<file path="config.mk">
export PLATFORM = sky130hd
export DESIGN_NAME = go_back_n_sender_window_top
export DESIGN_NICKNAME = d
export VERILOG_FILES = /design/src/sv/gbn_pkg.sv /design/src/sv/gbn_ctrl.sv /design/src/sv/gbn_dp.sv /design/src/sv/go_back_n_sender_window_top.sv
export SDC_FILE = /design/constraint.sdc
export NUM_CORES = 2
export LEC_CHECK = 0
export BUFFER_PORTS_ARGS = -buffer_cell sky130_fd_sc_hd__buf_2
export CAP_MARGIN = 0
export CORE_MARGIN = 4
export CORE_UTILIZATION = 50
export DETAILED_ROUTE_END_ITERATION = 8
export PLACE_DENSITY = 0.7
export SKIP_LAST_GASP = 1
export SYNTH_ARGS = -nofsm -noshare
export SYNTH_HDL_FRONTEND = slang
export SYNTH_HIERARCHICAL = 1
export SYNTH_SLANG_ARGS = --single-unit
</file>
<file path="constraint.sdc">
create_clock -name clk -period 11.63 [get_ports clk]
set_input_delay 2.326 -clock clk [delete_from_list [all_inputs] [get_ports clk]]
set_output_delay 2.326 -clock clk [all_outputs]
set_load 0.05 [all_outputs]
</file>
<file path="src/sv/gbn_pkg.sv">
// Shared package for the go-back-n sender window block.
// Holds protocol constants, header kinds, action codes and the controller/datapath bundles.
package gbn_pkg;

  localparam int unsigned MAX_WINDOW_PACKETS = 63;
  localparam int CNT_W = $clog2(MAX_WINDOW_PACKETS + 1);

  localparam logic [32:0] SEQ_SPACE = 33'd4294967000;
  localparam logic [9:0]  SEQ_STEP  = 10'd1000;
  localparam logic [9:0]  PAY_MAX   = 10'd991;
  localparam logic [3:0]  HDR_LEN   = 4'd9;

  // ceil(2^36 / 125): (d >> 3) * STEP_RECIP >> 36 gives d / 1000 exactly for 32-bit d
  localparam logic [29:0] STEP_RECIP = 30'd549755814;

  localparam logic [15:0] WINDOW_RST  = 16'd4000;
  localparam logic [15:0] TIMEOUT_RST = 16'd3;

  // action codes
  localparam logic [1:0] ACT_REQ  = 2'd0;
  localparam logic [1:0] ACT_ACK  = 2'd1;
  localparam logic [1:0] ACT_TICK = 2'd2;

  // header kinds
  localparam logic [1:0] KIND_DATA = 2'd0;
  localparam logic [1:0] KIND_ERR  = 2'd1;
  localparam logic [1:0] KIND_DONE = 2'd2;

  // configuration register indexes
  localparam logic REG_WINDOW  = 1'b0;
  localparam logic REG_TIMEOUT = 1'b1;

  typedef struct packed {
    logic load_req;
    logic err;
    logic load_ack;
    logic ack_base;
    logic div_step;
    logic ack_mul;
    logic ack_sum;
    logic tick_dec;
    logic rewind;
    logic send;
    logic complete;
    logic flush;
    logic set_halt;
  } gbn_cmd_t;

  typedef struct packed {
    logic can_send;
    logic pend_v;
    logic out_free;
    logic halted;
    logic enabled;
    logic armed;
    logic tick_gt1;
    logic finished;
  } gbn_stat_t;

endpackage

</file>
<file path="src/sv/gbn_ctrl.sv">
// Controller state machine for the go-back-n sender window.
// Depends on gbn_pkg; drives the datapath through gbn_cmd_t only.
module gbn_ctrl import gbn_pkg::*; (
  input  logic       clk,
  input  logic       rst_n,
  input  logic       in_valid,
  input  logic [1:0] in_action,
  input  logic       in_file_found,
  output logic       in_stall,
  input  gbn_stat_t  stat,
  output gbn_cmd_t   cmd
);

  localparam logic [2:0] S_IDLE  = 3'd0;
  localparam logic [2:0] S_BASE  = 3'd1;
  localparam logic [2:0] S_DIV   = 3'd2;
  localparam logic [2:0] S_MUL   = 3'd3;
  localparam logic [2:0] S_SUM   = 3'd4;
  localparam logic [2:0] S_SEND  = 3'd5;
  localparam logic [2:0] S_FLUSH = 3'd6;

  localparam logic [CNT_W-1:0] CNT_MAX = CNT_W'(MAX_WINDOW_PACKETS);

  logic [2:0]       state_r, state_nxt;
  logic [CNT_W-1:0] cnt_r, cnt_nxt;
  logic             slot;

  assign in_stall = (state_r != S_IDLE);
  assign slot     = !stat.pend_v || stat.out_free;

  // sequence one input word through its steps
  always_comb begin
    state_nxt = state_r;
    cnt_nxt   = cnt_r;
    cmd       = '0;
    case (state_r)
      S_IDLE: begin
        if (in_valid && !stat.halted) begin
          case (in_action)
            ACT_REQ: begin
              if (!stat.enabled) begin
                if (in_file_found) begin
                  cmd.load_req = 1'b1;
                  cnt_nxt      = '0;
                  state_nxt    = S_SEND;
                end else begin
                  cmd.err      = 1'b1;
                  cmd.set_halt = 1'b1;
                  state_nxt    = S_FLUSH;
                end
              end
            end
            ACT_ACK: begin
              if (stat.enabled) begin
                cmd.load_ack = 1'b1;
                state_nxt    = S_BASE;
              end
            end
            ACT_TICK: begin
              if (stat.armed) begin
                if (stat.tick_gt1) begin
                  cmd.tick_dec = 1'b1;
                end else begin
                  cmd.rewind = 1'b1;
                  cnt_nxt    = '0;
                  state_nxt  = S_SEND;
                end
              end
            end
            default: ;
          endcase
        end
      end
      S_BASE: begin
        cmd.ack_base = 1'b1;
        state_nxt    = S_DIV;
      end
      S_DIV: begin
        cmd.div_step = 1'b1;
        state_nxt    = S_MUL;
      end
      S_MUL: begin
        cmd.ack_mul = 1'b1;
        state_nxt   = S_SUM;
      end
      S_SUM: begin
        cmd.ack_sum = 1'b1;
        cnt_nxt     = '0;
        state_nxt   = S_SEND;
      end
      S_SEND: begin
        if (stat.can_send && cnt_r != CNT_MAX) begin
          if (slot) begin
            cmd.send = 1'b1;
            cnt_nxt  = cnt_r + 1'b1;
          end
        end else if (stat.finished) begin
          if (slot) begin
            cmd.complete = 1'b1;
            cmd.set_halt = 1'b1;
            state_nxt    = S_FLUSH;
          end
        end else begin
          state_nxt = S_FLUSH;
        end
      end
      S_FLUSH: begin
        if (!stat.pend_v) begin
          state_nxt = S_IDLE;
        end else if (stat.out_free) begin
          cmd.flush = 1'b1;
          state_nxt = S_IDLE;
        end
      end
      default: state_nxt = S_IDLE;
    endcase
  end

  always_ff @(posedge clk) begin
    if (!rst_n) begin
      state_r <= S_IDLE;
      cnt_r   <= '0;
    end else begin
      state_r <= state_nxt;
      cnt_r   <= cnt_nxt;
    end
  end

endmodule

</file>
<file path="src/sv/gbn_dp.sv">
// Datapath for the go-back-n sender window: window state, timer, divider and header registers.
// Depends on gbn_pkg; obeys gbn_cmd_t from the controller and reports gbn_stat_t.
module gbn_dp import gbn_pkg::*; (
  input  logic        clk,
  input  logic        rst_n,
  input  gbn_cmd_t    cmd,
  output gbn_stat_t   stat,
  input  logic [31:0] in_file_size,
  input  logic [31:0] in_ack_number,
  input  logic        cfg_valid,
  input  logic        cfg_index,
  input  logic [15:0] cfg_data,
  input  logic        out_stall,
  output logic        out_valid,
  output logic [1:0]  out_kind,
  output logic [31:0] out_seq_number,
  output logic [9:0]  out_payload_bytes,
  output logic [31:0] out_file_offset,
  output logic        out_last_packet,
  output logic        out_last
);

  logic [15:0] window_r, timeout_r;
  logic [31:0] base_r, next_r, acked_r, sent_r, size_r, ack_r;
  logic        enabled_r, all_sent_r, armed_r, halted_r, finished_r;
  logic [15:0] timer_r;
  logic [31:0] dq_r;
  logic [31:0] prod_r;

  // pending header, held until the next decision tells whether it is last
  logic        pend_v_r;
  logic [1:0]  pend_kind_r;
  logic [31:0] pend_seq_r, pend_off_r;
  logic [9:0]  pend_pay_r;
  logic        pend_lastp_r;

  logic        out_v_r;
  logic        out_free;
  logic [15:0] arm_val;
  logic [32:0] sdist, ack_t, nb_full, adist, ns_sum, sum;
  logic [31:0] new_base, rem_bytes, ns_mod;
  logic [9:0]  pay;
  logic        lastp;
  logic [58:0] recip_p;
  logic        push;

  assign out_free = !out_v_r || !out_stall;
  assign arm_val  = (timeout_r == 16'd0) ? 16'd1 : timeout_r;

  // window distance from base to next sequence
  always_comb begin
    if (next_r >= base_r) sdist = {1'b0, next_r} - {1'b0, base_r};
    else                  sdist = {1'b0, next_r} + SEQ_SPACE - {1'b0, base_r};
  end

  // next data header
  assign rem_bytes = size_r - sent_r;
  assign pay       = (rem_bytes < {22'd0, PAY_MAX}) ? rem_bytes[9:0] : PAY_MAX;
  assign lastp     = (sent_r + {22'd0, pay}) == size_r;
  assign ns_sum    = {1'b0, next_r} + {29'd0, HDR_LEN} + {23'd0, pay};
  assign ns_mod    = (ns_sum >= SEQ_SPACE) ? 32'(ns_sum - SEQ_SPACE) : ns_sum[31:0];

  // new base from the acknowledgement
  assign ack_t    = {1'b0, ack_r} + {23'd0, SEQ_STEP};
  assign nb_full  = (ack_t >= SEQ_SPACE) ? (ack_t - SEQ_SPACE) : ack_t;
  assign new_base = nb_full[31:0];
  always_comb begin
    if (new_base >= base_r) adist = {1'b0, new_base} - {1'b0, base_r};
    else                    adist = {1'b0, new_base} + SEQ_SPACE - {1'b0, base_r};
  end

  // distance over 8, times the reciprocal of 125
  assign recip_p = {30'd0, dq_r[31:3]} * {29'd0, STEP_RECIP};
  assign sum     = {1'b0, acked_r} + {1'b0, prod_r};
  assign push    = (cmd.send || cmd.complete) && pend_v_r;

  assign stat.can_send = enabled_r && !all_sent_r && (sent_r < size_r) &&
                         (sdist + {23'd0, SEQ_STEP} <= {17'd0, window_r});
  assign stat.pend_v   = pend_v_r;
  assign stat.out_free = out_free;
  assign stat.halted   = halted_r;
  assign stat.enabled  = enabled_r;
  assign stat.armed    = armed_r;
  assign stat.tick_gt1 = timer_r > 16'd1;
  assign stat.finished = finished_r;

  // configuration registers
  always_ff @(posedge clk) begin
    if (!rst_n) begin
      window_r  <= WINDOW_RST;
      timeout_r <= TIMEOUT_RST;
    end else if (cfg_valid) begin
      if (cfg_index == REG_WINDOW) window_r  <= cfg_data;
      else                         timeout_r <= cfg_data;
    end
  end

  // window, timer and control flags
  always_ff @(posedge clk) begin
    if (!rst_n) begin
      base_r     <= '0;
      next_r     <= '0;
      acked_r    <= '0;
      sent_r     <= '0;
      size_r     <= '0;
      enabled_r  <= 1'b0;
      all_sent_r <= 1'b0;
      armed_r    <= 1'b0;
      timer_r    <= '0;
      halted_r   <= 1'b0;
      finished_r <= 1'b0;
    end else begin
      if (cmd.set_halt) halted_r <= 1'b1;
      if (cmd.load_req) begin
        size_r     <= in_file_size;
        enabled_r  <= 1'b1;
        finished_r <= 1'b0;
      end
      if (cmd.ack_base) base_r <= new_base;
      if (cmd.ack_sum) begin
        acked_r    <= sum[32] ? 32'hFFFF_FFFF : sum[31:0];
        finished_r <= (sum[32] ? 32'hFFFF_FFFF : sum[31:0]) >= size_r;
        if (base_r == next_r) begin
          armed_r <= 1'b0;
          timer_r <= '0;
        end else begin
          armed_r <= 1'b1;
          timer_r <= arm_val;
        end
      end
      if (cmd.tick_dec) timer_r <= timer_r - 16'd1;
      if (cmd.rewind) begin
        armed_r    <= 1'b1;
        timer_r    <= arm_val;
        all_sent_r <= 1'b0;
        sent_r     <= acked_r;
        next_r     <= base_r;
        finished_r <= 1'b0;
      end
      if (cmd.send) begin
        if (lastp) all_sent_r <= 1'b1;
        if (base_r == next_r) begin
          armed_r <= 1'b1;
          timer_r <= arm_val;
        end
        next_r <= ns_mod;
        sent_r <= sent_r + {22'd0, pay};
      end
    end
  end

  // acknowledgement count: divide distance by the step, then scale to payload bytes
  always_ff @(posedge clk) begin
    if (cmd.load_ack) ack_r <= in_ack_number;
    if (cmd.ack_base) begin
      dq_r <= adist[31:0];
    end else if (cmd.div_step) begin
      dq_r <= {9'd0, recip_p[58:36]};
    end
    if (cmd.ack_mul) prod_r <= {9'd0, dq_r[22:0]} * {22'd0, PAY_MAX};
  end

  // pending header
  always_ff @(posedge clk) begin
    if (!rst_n) begin
      pend_v_r <= 1'b0;
    end else if (cmd.send || cmd.complete || cmd.err) begin
      pend_v_r <= 1'b1;
    end else if (cmd.flush) begin
      pend_v_r <= 1'b0;
    end
  end

  always_ff @(posedge clk) begin
    if (cmd.send) begin
      pend_kind_r  <= KIND_DATA;
      pend_seq_r   <= next_r;
      pend_pay_r   <= pay;
      pend_off_r   <= sent_r;
      pend_lastp_r <= lastp;
    end else if (cmd.complete) begin
      pend_kind_r  <= KIND_DONE;
      pend_seq_r   <= next_r;
      pend_pay_r   <= '0;
      pend_off_r   <= sent_r;
      pend_lastp_r <= 1'b0;
    end else if (cmd.err) begin
      pend_kind_r  <= KIND_ERR;
      pend_seq_r   <= '0;
      pend_pay_r   <= '0;
      pend_off_r   <= '0;
      pend_lastp_r <= 1'b0;
    end
  end

  // output word register
  always_ff @(posedge clk) begin
    if (!rst_n) begin
      out_v_r <= 1'b0;
    end else if (push || cmd.flush) begin
      out_v_r <= 1'b1;
    end else if (!out_stall) begin
      out_v_r <= 1'b0;
    end
  end

  always_ff @(posedge clk) begin
    if (push || cmd.flush) begin
      out_kind          <= pend_kind_r;
      out_seq_number    <= pend_seq_r;
      out_payload_bytes <= pend_pay_r;
      out_file_offset   <= pend_off_r;
      out_last_packet   <= pend_lastp_r;
      out_last          <= cmd.flush;
    end
  end

  assign out_valid = out_v_r;

endmodule

</file>
<file path="src/sv/go_back_n_sender_window_top.sv">
// Go-back-n sender window. A word on the input channel is a file request, a cumulative
// acknowledgement or a timer tick; the block answers with zero or more header words, the
// final one flagged by out_last. A request or a timeout tick holds the input stalled while
// the block sends its headers, then finds the window closed or sends the completion
// header, then hands over the last header; an acknowledgement first updates the base,
// divides the base movement by the step through a reciprocal multiply, scales it to
// payload bytes and adds it up. A tick that only counts down and an ignored word do not
// stall the input. Up to 63 data headers go out per input word, at most one a cycle while
// the output is not stalled; the input stalls until the last header of a word has been
// handed to the output register. After a completion or an error header the block ignores
// all further input.
// Depends on gbn_pkg, gbn_ctrl and gbn_dp.
module go_back_n_sender_window_top import gbn_pkg::*; (
  input  logic        clk,
  input  logic        rst_n,
  input  logic        in_valid,
  output logic        in_stall,
  input  logic [1:0]  in_action,
  input  logic        in_file_found,
  input  logic [31:0] in_file_size,
  input  logic [31:0] in_ack_number,
  output logic        out_valid,
  input  logic        out_stall,
  output logic [1:0]  out_kind,
  output logic [31:0] out_seq_number,
  output logic [9:0]  out_payload_bytes,
  output logic [31:0] out_file_offset,
  output logic        out_last_packet,
  output logic        out_last,
  input  logic        cfg_valid,
  output logic        cfg_ready,
  input  logic        cfg_index,
  input  logic [15:0] cfg_data
);

  gbn_cmd_t  cmd;
  gbn_stat_t stat;

  assign cfg_ready = 1'b1;

  gbn_ctrl u_ctrl (
    .clk           (clk),
    .rst_n         (rst_n),
    .in_valid      (in_valid),
    .in_action     (in_action),
    .in_file_found (in_file_found),
    .in_stall      (in_stall),
    .stat          (stat),
    .cmd           (cmd)
  );

  gbn_dp u_dp (
    .clk               (clk),
    .rst_n             (rst_n),
    .cmd               (cmd),
    .stat              (stat),
    .in_file_size      (in_file_size),
    .in_ack_number     (in_ack_number),
    .cfg_valid         (cfg_valid),
    .cfg_index         (cfg_index),
    .cfg_data          (cfg_data),
    .out_stall         (out_stall),
    .out_valid         (out_valid),
    .out_kind          (out_kind),
    .out_seq_number    (out_seq_number),
    .out_payload_bytes (out_payload_bytes),
    .out_file_offset   (out_file_offset),
    .out_last_packet   (out_last_packet),
    .out_last          (out_last)
  );

endmodule

</file>
==> results by group <==
Final layout
  • Final core occ: 54.5%
  • ANT cells: 0
  • Share of cells above drive strength 1: 6.45%
  • Layout Cells excl Fill: ~7400
  • Layout Nets: about 7200
  • Area grow syn2layout: 7.78%

GRT
  • Gr usage total: 26.4%
  • Largest net degree at the start of global routing: 100
  • First-pass GRT wire length: 233 mm
  • Number of global-route vias before repair: 41102
  • Total gr overflow: 0
  • Initial antenna violation count: 4

Place
  • DPL Wire Length: 120 mm
  • IO Port Bufs: 168
  • RD Place Congestion: 0.968
  • Placed Instances: 7307

Run
  • Max cap viols: 0

Timing
  • Final Hold Viols: 0
  • Slew margin rel.: 16.9%
  • Total Neg Setup Slack: 0 ns
  • Final setup skew: about 0.035 ns
  • Transition time of the tightest slew-check pin: 1.25 ns
  • Count of pins over their slew limit: 0
  • Tmin final: between 10 and 15 ns
  • # setup viols final: 0
  • RSZ-0062 raised after global routing: no
  • Highest clock rate: 97.8 MHz
  • Final period util: 87.9%

Clocking
  • Setup bufs post-CTS: 0
  • Post-cts resize count: 0
  • CTS tree: yes
  • CTS Buf Count: 55
  • Skew-Pair Late Insertion Delay: 0.65 ns
  • Bufs on Longest Clock Path: 3
  • # clock sinks: about 480
  • H-tree levels: 2
  • CTS Hold Bufs: 0
  • Root buf cell: clkbuf_16
  • Reg clk slew, reported paths: 0.07 ns

Floorplan
  • Core Area: 0.104 mm2
  • DIE HEIGHT: between 300 and 400 um
  • Std cell rows: 118
  • Initial Util: 50.5%
  • Chip Width: 332 um
  • DIE AREA: 0.110 mm2
  • Io pins: 170

Worst setup path
  • Slowest CP cell: a2111oi_2
  • Setup crit start kind: flip-flop
  • CP required: 12.22 ns
  • R2r worst-path depth: 42
  • R2r setup slk: 1.41 ns
  • Worst Path Arrival: ~11 ns
  • Crit path kind: reg -> reg
  • Crit. End Element: flip-flop
  • R2R Path End: u_dp/all_sent_r
  • Peak per-stage delay on the critical path: 0.54 ns
  • Reg2reg start: u_dp/base_r[2]
  • Crit path max fanout: 7
  • Most used cell, CP: a21oi_1

Status
  • Status: complete, no violations

Synth
  • Post-Syn Instances: 5867
  • Commonest cells post-synth: inv_1, ha_1, nor2_1
  • Top cells by area, synth: ha_1, fa_1, edfxtp_1, dfxtp_1, inv_1
  • Post-Syn Area: between 0.05 and 0.06 mm2
  • Yosys reg bits: 475
  • Post-synthesis sequential area ratio: between 20% and 30%
  • Post-synth top area cell: ha_1
  • Cell with the most instances after synthesis: inv_1
  • Synth top area share: about 18%
  • Syn Nets: 7116
  • Syn avg cell area: 8.96 um2
  • Number of synthesized flops with an enable pin: 249
  • Synth Flop Type: edfxtp_1
  • Yosys warns: 6
  • Post-synth ARST share: 0%
  • Synth unique cells: 109

Routing
  • Antenna-violating nets left: 0
  • Final wirelength: 148 mm
  • 1st-pass router iterations: 6
  • Drc violations: 0
  • Number of vias per cell: 5.71
  • DR vias: between 40000 and 50000
  • Wire per inst: 20.0 um
  • Drt initial violations: ~4000

Hold path
  • HP Class: reg -> reg
  • Worst Hold End: u_dp/out_seq_number[26]
  • HP Start: u_dp/pend_seq_r[26]
  • Hold path cells: 0
-- sequential cells by signal (all words and copies together) (netlist names), 32 cells and up --
register and cells:
u_dp/ack_r 32, u_dp/acked_r 32, u_dp/base_r 32, u_dp/dq_r 32, u_dp/next_r 32, u_dp/out_file_offset 32
u_dp/out_seq_number 32, u_dp/pend_off_r 32, u_dp/pend_seq_r 32, u_dp/prod_r 32, u_dp/sent_r 32, u_dp/size_r 32
-- layout make-up --
type	count	area, um2
Tap cell	1380	1730
Sequential cell	475	12000
Timing Repair Buffer	220	1230
Multi-Input combinational cell	4215	36000
Inverter	1017	3820
Clock inverter	29	248
Clock buffer	74	1570
Fill cell	9513	47300
-- worst max-delay path by stage --
stage,start,cells after the start,endpoint
final,u_dp/base_r[2],42,u_dp/all_sent_r
after global routing,u_dp/base_r[2],44,u_dp/all_sent_r
after CTS,u_dp/base_r[2],43,u_dp/all_sent_r
after detailed placement,u_dp/base_r[2],43,u_dp/all_sent_r
after global placement,u_dp/base_r[2],42,u_dp/all_sent_r
after floorplan,u_dp/base_r[2],39,u_dp/pend_lastp_r
-- metrics by stage --
step | setup slack (ns) | area (um2) | hold slack (ns)
after floorplan | 1.75 | 52500 | 0.400
after global placement | 2.01 | 54800 | 0.402
after detailed placement | 1.75 | 54800 | 0.405
after CTS | 1.65 | 56600 | 0.414
after global routing | 0.724 | 56600 | 0.421
final | 1.41 | 56600 | 0.413
-- critical path: cells and delay by family, from the launching register on --
kind	cells	cell delay, ns
fa+ha+maj	3	0.97
simple gates	16	3.46
flops	1	0.46
buf+inv	1	0.11
compound gates	21	4.96
mux	1	0.20
-- layout by cell type, fill, tap and decap left out, types with 33 or more instances in the layout --
master	n
nand4_1	53
inv_1	1015
nand2_1	353
xor2_1	89
o21ai_0	218
o21a_1	55
buf_4	52
nor4_1	33
nor3_1	103
o211ai_1	38
xnor2_1	222
nor2_1	495
a31oi_1	49
ha_1	757
dfxtp_1	226
fa_1	403
nor2b_1	41
and2_1	38
mux2i_1	98
buf_2	168
and3_1	43
a21oi_1	370
a21o_1	92
nand3_1	119
nand2b_1	54
a211oi_1	56
clkbuf_16	58
edfxtp_1	249
-- routing by layer --
metal  vias up  share of wire (%)  global-route usage (%)
li1      20209                  -                       -
met1     20458                 46                    38.0
met2      1392                 45                    42.0
met3       243                6.8                    3.63
met4         2                2.7                    6.45
met5         -             0.0088                       0
-- logic make-up (layout without fill, tap and decap cells) --
group	after synthesis	count (layout)	share of synthesized area, %
other	1	1	0.00714
xor gates and xnor gates	312	312	5.23
buffers and inverters	1177	1340	8.70
adders and majority gates	1160	1160	33.4
DFF	475	475	22.8
and+or+nand+nor	1460	1460	13.2
muxes	105	105	2.02
AOI/OAI and AO/OA	1177	1177	14.6
Power is left out: the tool's default activity adds up to more than one toggle a clock period on the data nets, which glitch-free logic cannot reach.
